**src/design/animation_phase_accumulator_core_defines.svh**
```systemverilog
// Assertion macros for the animation phase accumulator
`ifndef ANIMATION_PHASE_ACCUMULATOR_CORE_DEFINES_SVH
`define ANIMATION_PHASE_ACCUMULATOR_CORE_DEFINES_SVH

`ifndef NO_ASSERTIONS

`define APA_ASSERT_NEVER(label, expr) \
	label: assert property (@(posedge clk) disable iff (!arst_n) !(expr)) \
		else $error("apa: forbidden condition seen");

`define APA_ASSERT_IMPLIES(label, ante, cons) \
	label: assert property (@(posedge clk) disable iff (!arst_n) (ante) |-> (cons)) \
		else $error("apa: implication violated");

`else

`define APA_ASSERT_NEVER(label, expr)

`define APA_ASSERT_IMPLIES(label, ante, cons)

`endif

`endif

```
**src/design/apa_pkg.sv**
```systemverilog
// Shared constants, types and register codes of the animation phase accumulator
package apa_pkg;

	localparam int unsigned FRAC_BITS  = 16;
	localparam int unsigned MAX_FRAMES = 256;

	localparam int unsigned FT_W      = 17;
	localparam int unsigned SPEED_W   = 20;
	localparam int unsigned SPAN_W    = 25;
	localparam int unsigned POS_W     = 24;
	localparam int unsigned FRAME_W   = 8;
	localparam int unsigned BLEND_W   = 16;
	localparam int unsigned COMP_W    = 17;
	localparam int unsigned PROD_W    = FT_W + SPEED_W;
	localparam int unsigned STEP_W    = PROD_W - FRAC_BITS;
	localparam int unsigned CFG_IDX_W = 3;
	localparam int unsigned CFG_DAT_W = SPAN_W;

	localparam longint unsigned SPAN_RAW = longint'(MAX_FRAMES) << FRAC_BITS;
	localparam longint unsigned POS_TOP  = longint'(1) << POS_W;
	localparam longint unsigned SPAN_CAP = (SPAN_RAW > POS_TOP) ? POS_TOP : SPAN_RAW;

	localparam logic [SPAN_W-1:0] SPAN_LIM   = SPAN_W'(SPAN_CAP);
	localparam logic [COMP_W-1:0] ONE_FX     = COMP_W'(longint'(1) << FRAC_BITS);
	localparam logic [SPEED_W-1:0] SPEED_RST = SPEED_W'(65536);
	localparam logic [SPAN_W-1:0] SPAN_RST   = SPAN_W'(65536);

	typedef enum logic [CFG_IDX_W-1:0] {
		REG_PLAY_ENABLE  = 3'd0,
		REG_REVERSE_MODE = 3'd1,
		REG_NO_LOOP      = 3'd2,
		REG_SPEED        = 3'd3,
		REG_SEQ_SPAN     = 3'd4
	} reg_idx_t;

	typedef struct packed {
		logic                play_enable;
		logic                reverse_mode;
		logic                no_loop;
		logic [SPEED_W-1:0]  speed;
		logic [SPAN_W-1:0]   sequence_span;
	} cfg_t;

	typedef struct packed {
		logic              valid;
		logic [STEP_W-1:0] step;
	} step_t;

endpackage

```
**src/design/apa_if.sv**
```systemverilog
// Handshake channel interfaces of the animation phase accumulator
interface apa_tick_if;
	logic                       valid;
	logic                       ready;
	logic [apa_pkg::FT_W-1:0]   frame_time;

	modport source (output valid, output frame_time, input ready);
	modport sink (input valid, input frame_time, output ready);
endinterface

interface apa_result_if;
	logic                         valid;
	logic                         ready;
	logic [apa_pkg::POS_W-1:0]    position;
	logic [apa_pkg::FRAME_W-1:0]  frame_index;
	logic [apa_pkg::BLEND_W-1:0]  blend_fraction;
	logic [apa_pkg::COMP_W-1:0]   blend_complement;
	logic                         finished_flag;
	logic                         looped_flag;
	logic                         start_flag;
	logic                         end_flag;

	modport source (output valid, output position, output frame_index, output blend_fraction,
		output blend_complement, output finished_flag, output looped_flag,
		output start_flag, output end_flag, input ready);
	modport sink (input valid, input position, input frame_index, input blend_fraction,
		input blend_complement, input finished_flag, input looped_flag,
		input start_flag, input end_flag, output ready);
endinterface

interface apa_cfg_if;
	logic                           valid;
	logic                           ready;
	logic [apa_pkg::CFG_IDX_W-1:0]  index;
	logic [apa_pkg::CFG_DAT_W-1:0]  data;

	modport source (output valid, output index, output data, input ready);
	modport sink (input valid, input index, input data, output ready);
endinterface

```
**src/design/apa_step.sv**
```systemverilog
// Tick input register and speed scaling stage
module apa_step (
	input  logic                          clk,
	input  logic                          arst_n,
	apa_tick_if.sink                      tick,
	input  logic [apa_pkg::SPEED_W-1:0]   speed,
	input  logic                          take,
	output apa_pkg::step_t                stage
);

	logic                         v_s1;
	logic [apa_pkg::FT_W-1:0]     ft_s1;
	logic                         v_s2;
	logic [apa_pkg::STEP_W-1:0]   step_s2;
	logic                         ready_s1;
	logic                         ready_s2;
	logic [apa_pkg::PROD_W-1:0]   prod;

	assign ready_s2   = !v_s2 || take;
	assign ready_s1   = !v_s1 || ready_s2;
	assign tick.ready = ready_s1;

	assign prod = apa_pkg::PROD_W'(ft_s1) * apa_pkg::PROD_W'(speed);

	always_ff @(posedge clk or negedge arst_n) begin
		if (!arst_n) begin
			v_s1 <= 1'b0;
			v_s2 <= 1'b0;
		end else begin
			if (ready_s1)
				v_s1 <= tick.valid;
			if (ready_s2)
				v_s2 <= v_s1;
		end
	end

	always_ff @(posedge clk) begin
		if (ready_s1 && tick.valid)
			ft_s1 <= tick.frame_time;
		if (ready_s2 && v_s1)
			step_s2 <= prod[apa_pkg::PROD_W-1:apa_pkg::FRAC_BITS];
	end

	assign stage.valid = v_s2;
	assign stage.step  = step_s2;

endmodule

```
**src/design/apa_phase.sv**
```systemverilog
// Position update, sticky flags and result register
module apa_phase (
	input  logic              clk,
	input  logic              arst_n,
	input  apa_pkg::cfg_t     cfg,
	input  apa_pkg::step_t    stage,
	output logic              take,
	apa_result_if.source      result
);

	localparam int unsigned SW = apa_pkg::SPAN_W;

	logic                        out_v_q;
	logic [apa_pkg::POS_W-1:0]   phase_q;
	logic                        finished_q;
	logic                        looped_q;
	logic                        start_q;
	logic                        end_q;

	logic [SW-1:0]               span;
	logic [SW-1:0]               cur;
	logic [SW-1:0]               stp;
	logic [SW-1:0]               fwd;
	logic [SW-1:0]               fwd_wrap;
	logic [SW-1:0]               deficit;
	logic [SW-1:0]               nxt;
	logic                        set_fin;
	logic                        set_loop;
	logic                        set_start;
	logic                        set_end;

	assign take = stage.valid && (!out_v_q || result.ready);

	always_comb begin
		if (cfg.sequence_span == '0)
			span = SW'(1);
		else if (cfg.sequence_span > apa_pkg::SPAN_LIM)
			span = apa_pkg::SPAN_LIM;
		else
			span = cfg.sequence_span;
	end

	assign cur      = SW'(phase_q);
	assign stp      = SW'(stage.step);
	assign fwd      = cur + stp;
	assign fwd_wrap = fwd - span;
	assign deficit  = stp - cur;

	always_comb begin
		nxt       = cur;
		set_fin   = 1'b0;
		set_loop  = 1'b0;
		set_start = 1'b0;
		set_end   = 1'b0;
		if (cfg.reverse_mode) begin
			if (stp > cur) begin
				if (cfg.no_loop) begin
					nxt       = '0;
					set_fin   = 1'b1;
					set_start = 1'b1;
				end else begin
					nxt      = (deficit > span) ? '0 : span - deficit;
					set_loop = 1'b1;
					set_end  = 1'b1;
				end
			end else begin
				nxt = cur - stp;
			end
		end else begin
			if (fwd >= span) begin
				if (cfg.no_loop) begin
					nxt     = span - SW'(1);
					set_fin = 1'b1;
					set_end = 1'b1;
				end else begin
					nxt       = (fwd_wrap >= span) ? span - SW'(1) : fwd_wrap;
					set_loop  = 1'b1;
					set_start = 1'b1;
				end
			end else begin
				nxt = fwd;
			end
		end
	end

	always_ff @(posedge clk or negedge arst_n) begin
		if (!arst_n) begin
			out_v_q    <= 1'b0;
			phase_q    <= '0;
			finished_q <= 1'b0;
			looped_q   <= 1'b0;
			start_q    <= 1'b0;
			end_q      <= 1'b0;
		end else begin
			if (take) begin
				out_v_q <= 1'b1;
				if (cfg.play_enable) begin
					phase_q    <= apa_pkg::POS_W'(nxt);
					finished_q <= finished_q | set_fin;
					looped_q   <= looped_q | set_loop;
					start_q    <= start_q | set_start;
					end_q      <= end_q | set_end;
				end
			end else if (result.ready) begin
				out_v_q <= 1'b0;
			end
		end
	end

	assign result.valid            = out_v_q;
	assign result.position         = phase_q;
	assign result.frame_index      = phase_q[apa_pkg::FRAC_BITS +: apa_pkg::FRAME_W];
	assign result.blend_fraction   = apa_pkg::BLEND_W'(phase_q[apa_pkg::FRAC_BITS-1:0]);
	assign result.blend_complement = apa_pkg::ONE_FX
		- apa_pkg::COMP_W'(phase_q[apa_pkg::FRAC_BITS-1:0]);
	assign result.finished_flag    = finished_q;
	assign result.looped_flag      = looped_q;
	assign result.start_flag       = start_q;
	assign result.end_flag         = end_q;

endmodule

```
**src/design/animation_phase_accumulator_core.sv**
```systemverilog
// Top level of the animation phase accumulator
//
//  channel  | dir | payload                                         | transfer
//  ---------+-----+-------------------------------------------------+---------------------
//  tick     | in  | frame_time                                      | valid & ready
//  result   | out | position, frame_index, blend weights, 4 flags   | valid & ready
//  cfg      | in  | index, data                                     | valid & ready
//
// One tick a cycle sustained while result.ready holds. From tick transfer to result valid:
// input register, scaled step register, then position update into the result register.
// The position loop runs from the position register through an add, compares and subtracts.
// arst_n clears the position, sticky flags and valid bits and resets the config registers.
// A stalled result holds; up to three ticks sit in the stages before tick.ready drops.
`include "animation_phase_accumulator_core_defines.svh"

module animation_phase_accumulator_core (
	input  logic          clk,
	input  logic          arst_n,
	apa_tick_if.sink      tick,
	apa_result_if.source  result,
	apa_cfg_if.sink       cfg
);

	apa_pkg::cfg_t   cfg_q;
	apa_pkg::step_t  stage;
	logic            take;

	assign cfg.ready = 1'b1;

	always_ff @(posedge clk or negedge arst_n) begin
		if (!arst_n) begin
			cfg_q.play_enable   <= 1'b0;
			cfg_q.reverse_mode  <= 1'b0;
			cfg_q.no_loop       <= 1'b0;
			cfg_q.speed         <= apa_pkg::SPEED_RST;
			cfg_q.sequence_span <= apa_pkg::SPAN_RST;
		end else if (cfg.valid) begin
			unique case (cfg.index)
				apa_pkg::REG_PLAY_ENABLE:  cfg_q.play_enable   <= cfg.data[0];
				apa_pkg::REG_REVERSE_MODE: cfg_q.reverse_mode  <= cfg.data[0];
				apa_pkg::REG_NO_LOOP:      cfg_q.no_loop       <= cfg.data[0];
				apa_pkg::REG_SPEED:        cfg_q.speed <= cfg.data[apa_pkg::SPEED_W-1:0];
				apa_pkg::REG_SEQ_SPAN:     cfg_q.sequence_span <= cfg.data;
				default: begin
				end
			endcase
		end
	end

	apa_step u_step (
		.clk    (clk),
		.arst_n (arst_n),
		.tick   (tick),
		.speed  (cfg_q.speed),
		.take   (take),
		.stage  (stage)
	);

	apa_phase u_phase (
		.clk    (clk),
		.arst_n (arst_n),
		.cfg    (cfg_q),
		.stage  (stage),
		.take   (take),
		.result (result)
	);

	`APA_ASSERT_NEVER(a_sticky_hold_a, $fell(result.finished_flag) || $fell(result.looped_flag))
	`APA_ASSERT_NEVER(a_sticky_hold_b, $fell(result.start_flag) || $fell(result.end_flag))
	`APA_ASSERT_IMPLIES(a_loop_mode, $rose(result.looped_flag), !$past(cfg_q.no_loop))
	`APA_ASSERT_IMPLIES(a_finish_mode, $rose(result.finished_flag), $past(cfg_q.no_loop))

endmodule
```
**src/flat_wrapper.sv**
```systemverilog
// flat-port wrapper written by rule: the top's interface ports become plain ports
module animation_phase_accumulator_core_flat 
  (clk, arst_n, tick_valid, tick_frame_time, tick_ready, result_valid, result_position, result_frame_index, result_blend_fraction, result_blend_complement, result_finished_flag, result_looped_flag, result_start_flag, result_end_flag, result_ready, cfg_valid, cfg_index, cfg_data, cfg_ready);
  apa_tick_if tick_i ();
  apa_result_if result_i ();
  apa_cfg_if cfg_i ();
  input  logic clk;
  input  logic arst_n;
  input wire logic [$bits(tick_i.valid)-1:0] tick_valid;
  input wire logic [$bits(tick_i.frame_time)-1:0] tick_frame_time;
  output wire logic [$bits(tick_i.ready)-1:0] tick_ready;
  output wire logic [$bits(result_i.valid)-1:0] result_valid;
  output wire logic [$bits(result_i.position)-1:0] result_position;
  output wire logic [$bits(result_i.frame_index)-1:0] result_frame_index;
  output wire logic [$bits(result_i.blend_fraction)-1:0] result_blend_fraction;
  output wire logic [$bits(result_i.blend_complement)-1:0] result_blend_complement;
  output wire logic [$bits(result_i.finished_flag)-1:0] result_finished_flag;
  output wire logic [$bits(result_i.looped_flag)-1:0] result_looped_flag;
  output wire logic [$bits(result_i.start_flag)-1:0] result_start_flag;
  output wire logic [$bits(result_i.end_flag)-1:0] result_end_flag;
  input wire logic [$bits(result_i.ready)-1:0] result_ready;
  input wire logic [$bits(cfg_i.valid)-1:0] cfg_valid;
  input wire logic [$bits(cfg_i.index)-1:0] cfg_index;
  input wire logic [$bits(cfg_i.data)-1:0] cfg_data;
  output wire logic [$bits(cfg_i.ready)-1:0] cfg_ready;
  assign tick_i.valid = tick_valid;
  assign tick_i.frame_time = tick_frame_time;
  assign tick_ready = tick_i.ready;
  assign result_valid = result_i.valid;
  assign result_position = result_i.position;
  assign result_frame_index = result_i.frame_index;
  assign result_blend_fraction = result_i.blend_fraction;
  assign result_blend_complement = result_i.blend_complement;
  assign result_finished_flag = result_i.finished_flag;
  assign result_looped_flag = result_i.looped_flag;
  assign result_start_flag = result_i.start_flag;
  assign result_end_flag = result_i.end_flag;
  assign result_i.ready = result_ready;
  assign cfg_i.valid = cfg_valid;
  assign cfg_i.index = cfg_index;
  assign cfg_i.data = cfg_data;
  assign cfg_ready = cfg_i.ready;
  animation_phase_accumulator_core u_core (.clk(clk), .arst_n(arst_n), .tick(tick_i), .result(result_i), .cfg(cfg_i));
endmodule
```
**config.mk**
```make
export PLATFORM = sky130hd
export DESIGN_NAME = animation_phase_accumulator_core_flat
export DESIGN_NICKNAME = d
export VERILOG_FILES = /design/src/design/apa_pkg.sv /design/src/design/apa_if.sv /design/src/design/apa_step.sv /design/src/design/apa_phase.sv /design/src/design/animation_phase_accumulator_core.sv /design/src/flat_wrapper.sv
export VERILOG_INCLUDE_DIRS = /design/src /design/src/design
export SDC_FILE = /design/constraint.sdc
export NUM_CORES = 1
export LEC_CHECK = 0
export CORE_UTILIZATION = 59
export CTS_CLUSTER_SIZE = 14
export DETAILED_ROUTE_END_ITERATION = 8
export DONT_BUFFER_PORTS = 1
export PLACE_DENSITY = 0.83
export SYNTH_ARGS = -nofsm -noshare
export SYNTH_HDL_FRONTEND = slang
export SYNTH_SLANG_ARGS = --single-unit
```
**constraint.sdc**
```tcl
create_clock -name clk -period 6.7 [get_ports clk]
set_clock_uncertainty 0.2 [all_clocks]
set_input_delay 0.335 -clock clk [delete_from_list [all_inputs] [get_ports clk]]
set_output_delay 0.335 -clock clk [all_outputs]
set_load 0.01 [all_outputs]
```
Word-level counts from Yosys, hierarchy flattened
Index checks and enable logic that the tools add are counted.
- flip-flop bits (word level): 117
- latch bits: 0
- RAM bits: 0
- bits in read-only memories: 0
- output and inout port bits: 72
- logic and storage cells: 75
- memories kept: 0
- $add $sub $neg: 7
- $mul: 1
- divide/modulo/power cells: 0
- $lt $le $gt $ge: 5
- equality and inequality tests: 4
- shift operators: 0
- multiplexer cells: 21
- bitwise gates (word level): 4
- reduce and logical (&&, ||, !) cells: 18
- operators with widths (cell ; number):
    24-bit two-way mux ; 7
    25-bit >= comparator ; 2
    25-bit two-way mux ; 2
    17-bit by 20-bit multiplier with 37-bit output ; 1
    24-bit by 21-bit adder with 25-bit output ; 1
    25-bit greater-than comparator ; 1
    25-bit greater-than comparator, second input constant ; 1
    25-bit zero test ; 1
    21-bit by 24-bit subtractor with 25-bit output ; 1
    25-bit subtractor ; 1
    21-bit by 24-bit greater-than comparator with 1-bit output ; 1
    24-bit by 1-bit subtractor with 24-bit output, second input constant ; 1
    24-bit by 21-bit subtractor with 24-bit output ; 1
    24-bit subtractor ; 1
    17-bit by 16-bit subtractor with 17-bit output, first input constant ; 1
    1-bit two-way mux ; 12
    2-bit AND reduction ; 6
    3-bit by 2-bit == test with 1-bit output, second input constant ; 2
    1-bit OR ; 4
    3-bit by 1-bit == test with 1-bit output, second input constant ; 1
    3-bit == test, second input constant ; 1
    1-bit logical AND ; 3
    1-bit zero test ; 3
    3-bit zero test ; 1
    other kinds (2) ; 4

Depth between registers and ports, before layout
- word-level depth: 9
- gate-level depth with buffers: 36

Hierarchy
Synthesis repeated with hierarchy kept, for this count alone.
- cells, all modules: 2851
- area total of the unflattened synthesis: 24320.8 µm²
- modules (own cells, without submodules) (module ; instances ; cells an instance ; area an instance (µm²) ; seq. area each (µm²)):
    apa_step ; 1 ; 1338 ; 12194.2 ; 1191.1
    apa_phase ; 1 ; 1405 ; 10182.3 ; 725.7
    animation_phase_accumulator_core ; 1 ; 108 ; 1944.4 ; 1203.7

Worst setup path after synthesis
No wires, ideal clock.
- path type: reg-to-reg
- start point: reg u_core.u_phase.phase_q (netlist bit u_core.u_phase.result.position[0])
- end point: reg u_core.u_phase.phase_q (netlist bit u_core.u_phase.result.position[14])
- library setup time: 125 ps
- data arrival time: 7047 ps
- required time: 6375 ps
- slack: -672 ps
- cell stages (with the launch flop): 33
- period minus slack after synthesis: 7372 ps
- cell sequence: dfrtp_1 ha_1 fa_1 nor2b_1 o221ai_1 a21oi_1 or4b_1 a21oi_1 o21bai_1 a211o_1 xnor2_1 ha_1 clkbuf_1 a21oi_1 nand2_1 or4_1 nand3_1 o41a_1 o21ai_0 xor2_1 ha_1 nand4_1 or4_1 o21ai_0 a21o_1 a2111oi_0 and2_1 clkbuf_1 clkbuf_1 nor2_1 a2111oi_2 a211oi_1 mux2_2
- cells in the longest elaborated chain, start to end: 7
- elaborated cells between the ends (all ways): 16
- classes of those cells: add/sub: 5; order compare: 4; mux: 7
- ends and longest elaborated chain (item ; RTL line ; source):
    start: declaration ; apa_phase.sv:14 ; logic [apa_pkg::POS_W-1:0] phase_q;
    start signal: assignment ; apa_phase.sv:98 ; phase_q <= apa_pkg::POS_W'(nxt);
    24-bit by 21-bit adder with 25-bit output ; apa_phase.sv:45 ; assign fwd = cur + stp;
    25-bit subtractor ; apa_phase.sv:46 ; assign fwd_wrap = fwd - span;
    25-bit >= comparator ; apa_phase.sv:76 ; nxt = (fwd_wrap >= span) ? span - SW'(1) : fwd_wrap;
    24-bit two-way mux ; apa_phase.sv:76 ;
    24-bit two-way mux ; apa_phase.sv:71 ; if (cfg.no_loop) begin
    24-bit two-way mux ; apa_phase.sv:70 ; if (fwd >= span) begin
    24-bit two-way mux (*) ; apa_phase.sv:55 ; if (cfg.reverse_mode) begin
Every way passes the cells marked *; elsewhere a longest branch is shown, timed or not.
A chain may end at the register's enable or synchronous reset.

Worst setup path in the final report
- start point: reg u_core.u_step.step_s2[0] (netlist name)
- end point: reg u_core.u_phase.phase_q (netlist bit u_core.u_phase.result.position[11])
- cells in the longest elaborated chain, start to end: 7
- elaborated cells between the ends (all ways): 16
- classes of those cells: add/sub: 5; order compare: 4; mux: 7
- ends and longest elaborated chain (item ; RTL line ; source):
    start: declaration ; apa_step.sv:14 ; logic [apa_pkg::STEP_W-1:0] step_s2;
    start signal: assignment ; apa_step.sv:41 ; step_s2 <= prod[apa_pkg::PROD_W-1:apa_pkg::FRAC_BITS];
    24-bit by 21-bit adder with 25-bit output ; apa_phase.sv:45 ;
    25-bit subtractor ; apa_phase.sv:46 ;
    25-bit >= comparator ; apa_phase.sv:76 ;
    24-bit two-way mux ; apa_phase.sv:76 ;
    24-bit two-way mux ; apa_phase.sv:71 ;
    24-bit two-way mux ; apa_phase.sv:70 ;
    24-bit two-way mux (*) ; apa_phase.sv:55 ;
Marks and branches as above.

==> flow_summary.yaml <==
status:
  outcome: "finished with violations"
  violations: "setup timing"
setup_path:
  critPathCaptureType: "flop"
  cp-startpoint: "u_core.u_step.step_s2[0]"
  critPathSlowestCell: "or4b_4"
  slowest_delay_ns: 0.54
  cp-endpoint: "u_core.u_phase.result.position[11]"
  reg2reg_depth: 31
  r2r_end: "u_core.u_phase.result.position[11]"
  critPathRequiredTime_ns: 6.86
  critical_path_class: "reg -> reg"
  reg2reg_from: "u_core.u_step.step_s2[0]"
  crit_fanout: 12
  critPathArrivalTime_ns: 6.97
  reg2reg_slack_ns: -0.11
  crit_path_start_kind: "flop"
routing:
  avgViaCountPerCell: 6.08
  routedWlPerCell_um: 22.4
  detail-route-antenna-nets: 0
  firstDrtPassIters: 6
  wirelength_um: 80600
  drt_iter0_drc: 2299
  vias: 21877
  route.detailed.drc: 0
clocking:
  clk_path_buf_depth: 2
  htreeDepth: 4
  clockRootBuffer: "clkbuf_16"
  cts_tree: "built"
  worst_skew_pair.late_latency_ns: 0.45
  cts.clk_slew.worst_paths_ns: 0.07
  clock_sinks: 117
  numCtsBuffers: 17
sta:
  fmaxAchievable_mhz: 147
  layout_min_cycle_time_ns: 6.81
  grt_setup_unrepaired: "yes"
  slew_viol_final: 0
  fin_ws_ns: -0.105
  hold_viol: 0
  hold_ws_ns: 0.153
  finalSetupViolCount: 15
  worst_pin_slew_ns: 1.12
  relSlewSlack_pct: 25.5
  min_period_over_period_pct: 102
global_route:
  grt-ovfl-total: 0
  grt_use_total_pct: 39.6
  grt_pass1_vias: 22304
  grt_pass1_wl_um: 125000
  grt_antenna_before_repair: 2
  grt_max_degree: 80
die:
  die-width_um: 202
  die_area_um2: 40900
  rows: 73
  initial_utilization_pct: 59.7
  fp.dieH_um: 202
  coreArea_um2: 39600
  ios: 122
synth:
  synthMostInstantiatedCell: "inv_1"
  syn-cell-area_um2: 23700
  yosys-top-cells-area: "fa_1, ha_1, dfrtp_1"
  synth.net_count: 3385
  synth_common_cells: "inv_1, nand2_1, fa_1"
  syn_inst: 2792
  ys_seq_area_share_pct: 13.2
  avgSynthCellArea_um2: 8.48
  async_reset_ff_share_pct: 67.5
  synth_cell_types: 87
  ys_ff_latch: 117
  ys.flop_type: "dfrtp_1"
  synth_warnings: 0
  synth_top_area_share_pct: 23.0
  yosys.area.top_type: "fa_1"
  synth_edf_count: 38
place:
  dp_slack_ns: -0.550
  gp_congestion: 1.03
  port-buffer-count: 0
  dp_hpwl_um: 64600
  dp.cells: 3490
layout:
  layoutNonFillerInstCount: 3598
  nNetsFinal: 3653
  drive_gt1_share_pct: 17.7
  fillers: 2970
  fin_util_pct: 70.5
  synthToLayoutAreaGrowth_pct: 18.1
  n_antenna_cell: 0
min_path:
  hold_path_class: "in -> reg"
  min-delay-start: "cfg_index[2]"
job:
  max-cap-violations: 0
[layout by cell type, fill, tap and decap left out, types with 15 or more instances in the layout]
| master | netlist | layout |
|---|---|---|
| o21bai_1 | 28 | 26 |
| nand4_1 | 22 | 22 |
| fa_1 | 272 | 271 |
| o21a_1 | 27 | 26 |
| dlygate4sd3_1 | 0 | 50 |
| a21oi_1 | 124 | 117 |
| xnor2_1 | 125 | 122 |
| a21o_1 | 47 | 47 |
| nor3_1 | 47 | 46 |
| a221oi_1 | 16 | 15 |
| ha_1 | 271 | 266 |
| o21ai_0 | 78 | 68 |
| and2_1 | 115 | 114 |
| nor2_1 | 132 | 127 |
| nor2b_1 | 30 | 28 |
| nand2_1 | 346 | 341 |
| inv_1 | 427 | 423 |
| a31oi_1 | 22 | 21 |
| and3_1 | 16 | 15 |
| nand2b_1 | 27 | 27 |
| mux2_2 | 51 | 50 |
| xor2_1 | 21 | 21 |
| clkbuf_16 | 0 | 17 |
| edfxtp_1 | 38 | 38 |
| nand3_1 | 35 | 33 |
| buf_4 | 26 | 341 |
| dfrtp_1 | 77 | 67 |
[final cells by class]
class | count | area, µm² | share of cell area, %
Sequential cell | 117 | 3130 | 11.2
Timing Repair Buffer | 407 | 3310 | 11.8
Clock buffer | 17 | 425 | 1.52
Multi-Input combinational cell | 2079 | 18600 | 66.5
Tap cell | 525 | 657 | 2.35
Clock inverter | 15 | 191 | 0.685
Inverter | 438 | 1640 | 5.88
[metrics by stage]
stage,area (µm²),setup TNS (ns)
final,28000,-0.737
after global routing,28000,-7.93
after CTS,27700,-0.313
after detailed placement,26300,-9.71
after global placement,26300,-5.37
after floorplan,23800,-0.242
[worst min path at each step]
stage	endpoint	slack, ns	cells past startpoint
after floorplan	u_core.cfg_q[0]	-0.16	0
after global placement	u_core.cfg_q[22]	-0.16	0
after detailed placement	u_core.cfg_q[22]	-0.16	0
after CTS	u_core.cfg_q[47]	0.11	3
after global routing	u_core.cfg_q[47]	0.15	3
final	u_core.cfg_q[47]	0.15	3
[layer usage]
metal,track usage [%],wire length [µm],part of all wire [%]
met1,50.3,31200,39
met4,18.5,4380,5.4
met2,66.0,37800,47
met3,6.56,7220,9.0
met5,0,27,0.033
[repair_timing]
item                                   in CTS  in global routing
cloned                                      1                  0
hold buffers                               51                  0
endpoints found under the hold margin     147                  0
setup endpoints to repair                  29                 28
setup buffers                              11                 13
pin swaps                                  35                 35
gates resized for setup                    45                 42
[worst max-delay path: cells and delay by family, from the launching register on]
family	cells	cell delay, ns
compound gates	13	2.23
simple gates	8	1.70
fa+ha+maj	4	1.04
buf+inv	3	0.45
flops	1	0.44
xor+xnor	2	0.34
mux	1	0.32
[registers in the layout, indices dropped and copies added (netlist names)]
name                                 cells
u_core.u_phase.result.start_flag         1
u_core.u_step.v_s2                       1
u_core.u_phase.result.finished_flag      1
u_core.u_step.step_s2                   21
u_core.u_phase.result.end_flag           1
u_core.u_step.ft_s1                     17
u_core.cfg_q                            48
u_core.u_phase.result.position          24
u_core.u_phase.result.looped_flag        1
u_core.u_step.v_s1                       1
u_core.u_phase.result.valid              1
[cell families after synthesis]
family / share of synthesized area [%]
simple gates: 16.7
mux: 3.12
compound gates: 14.1
buf+inv: 9.98
fa+ha+maj: 37.3
xor+xnor: 5.59
other cells: 0.0158
flops: 13.2
Power is not shown: default switching activity piles up to over one toggle a cycle in this logic, so the estimate is an artifact.
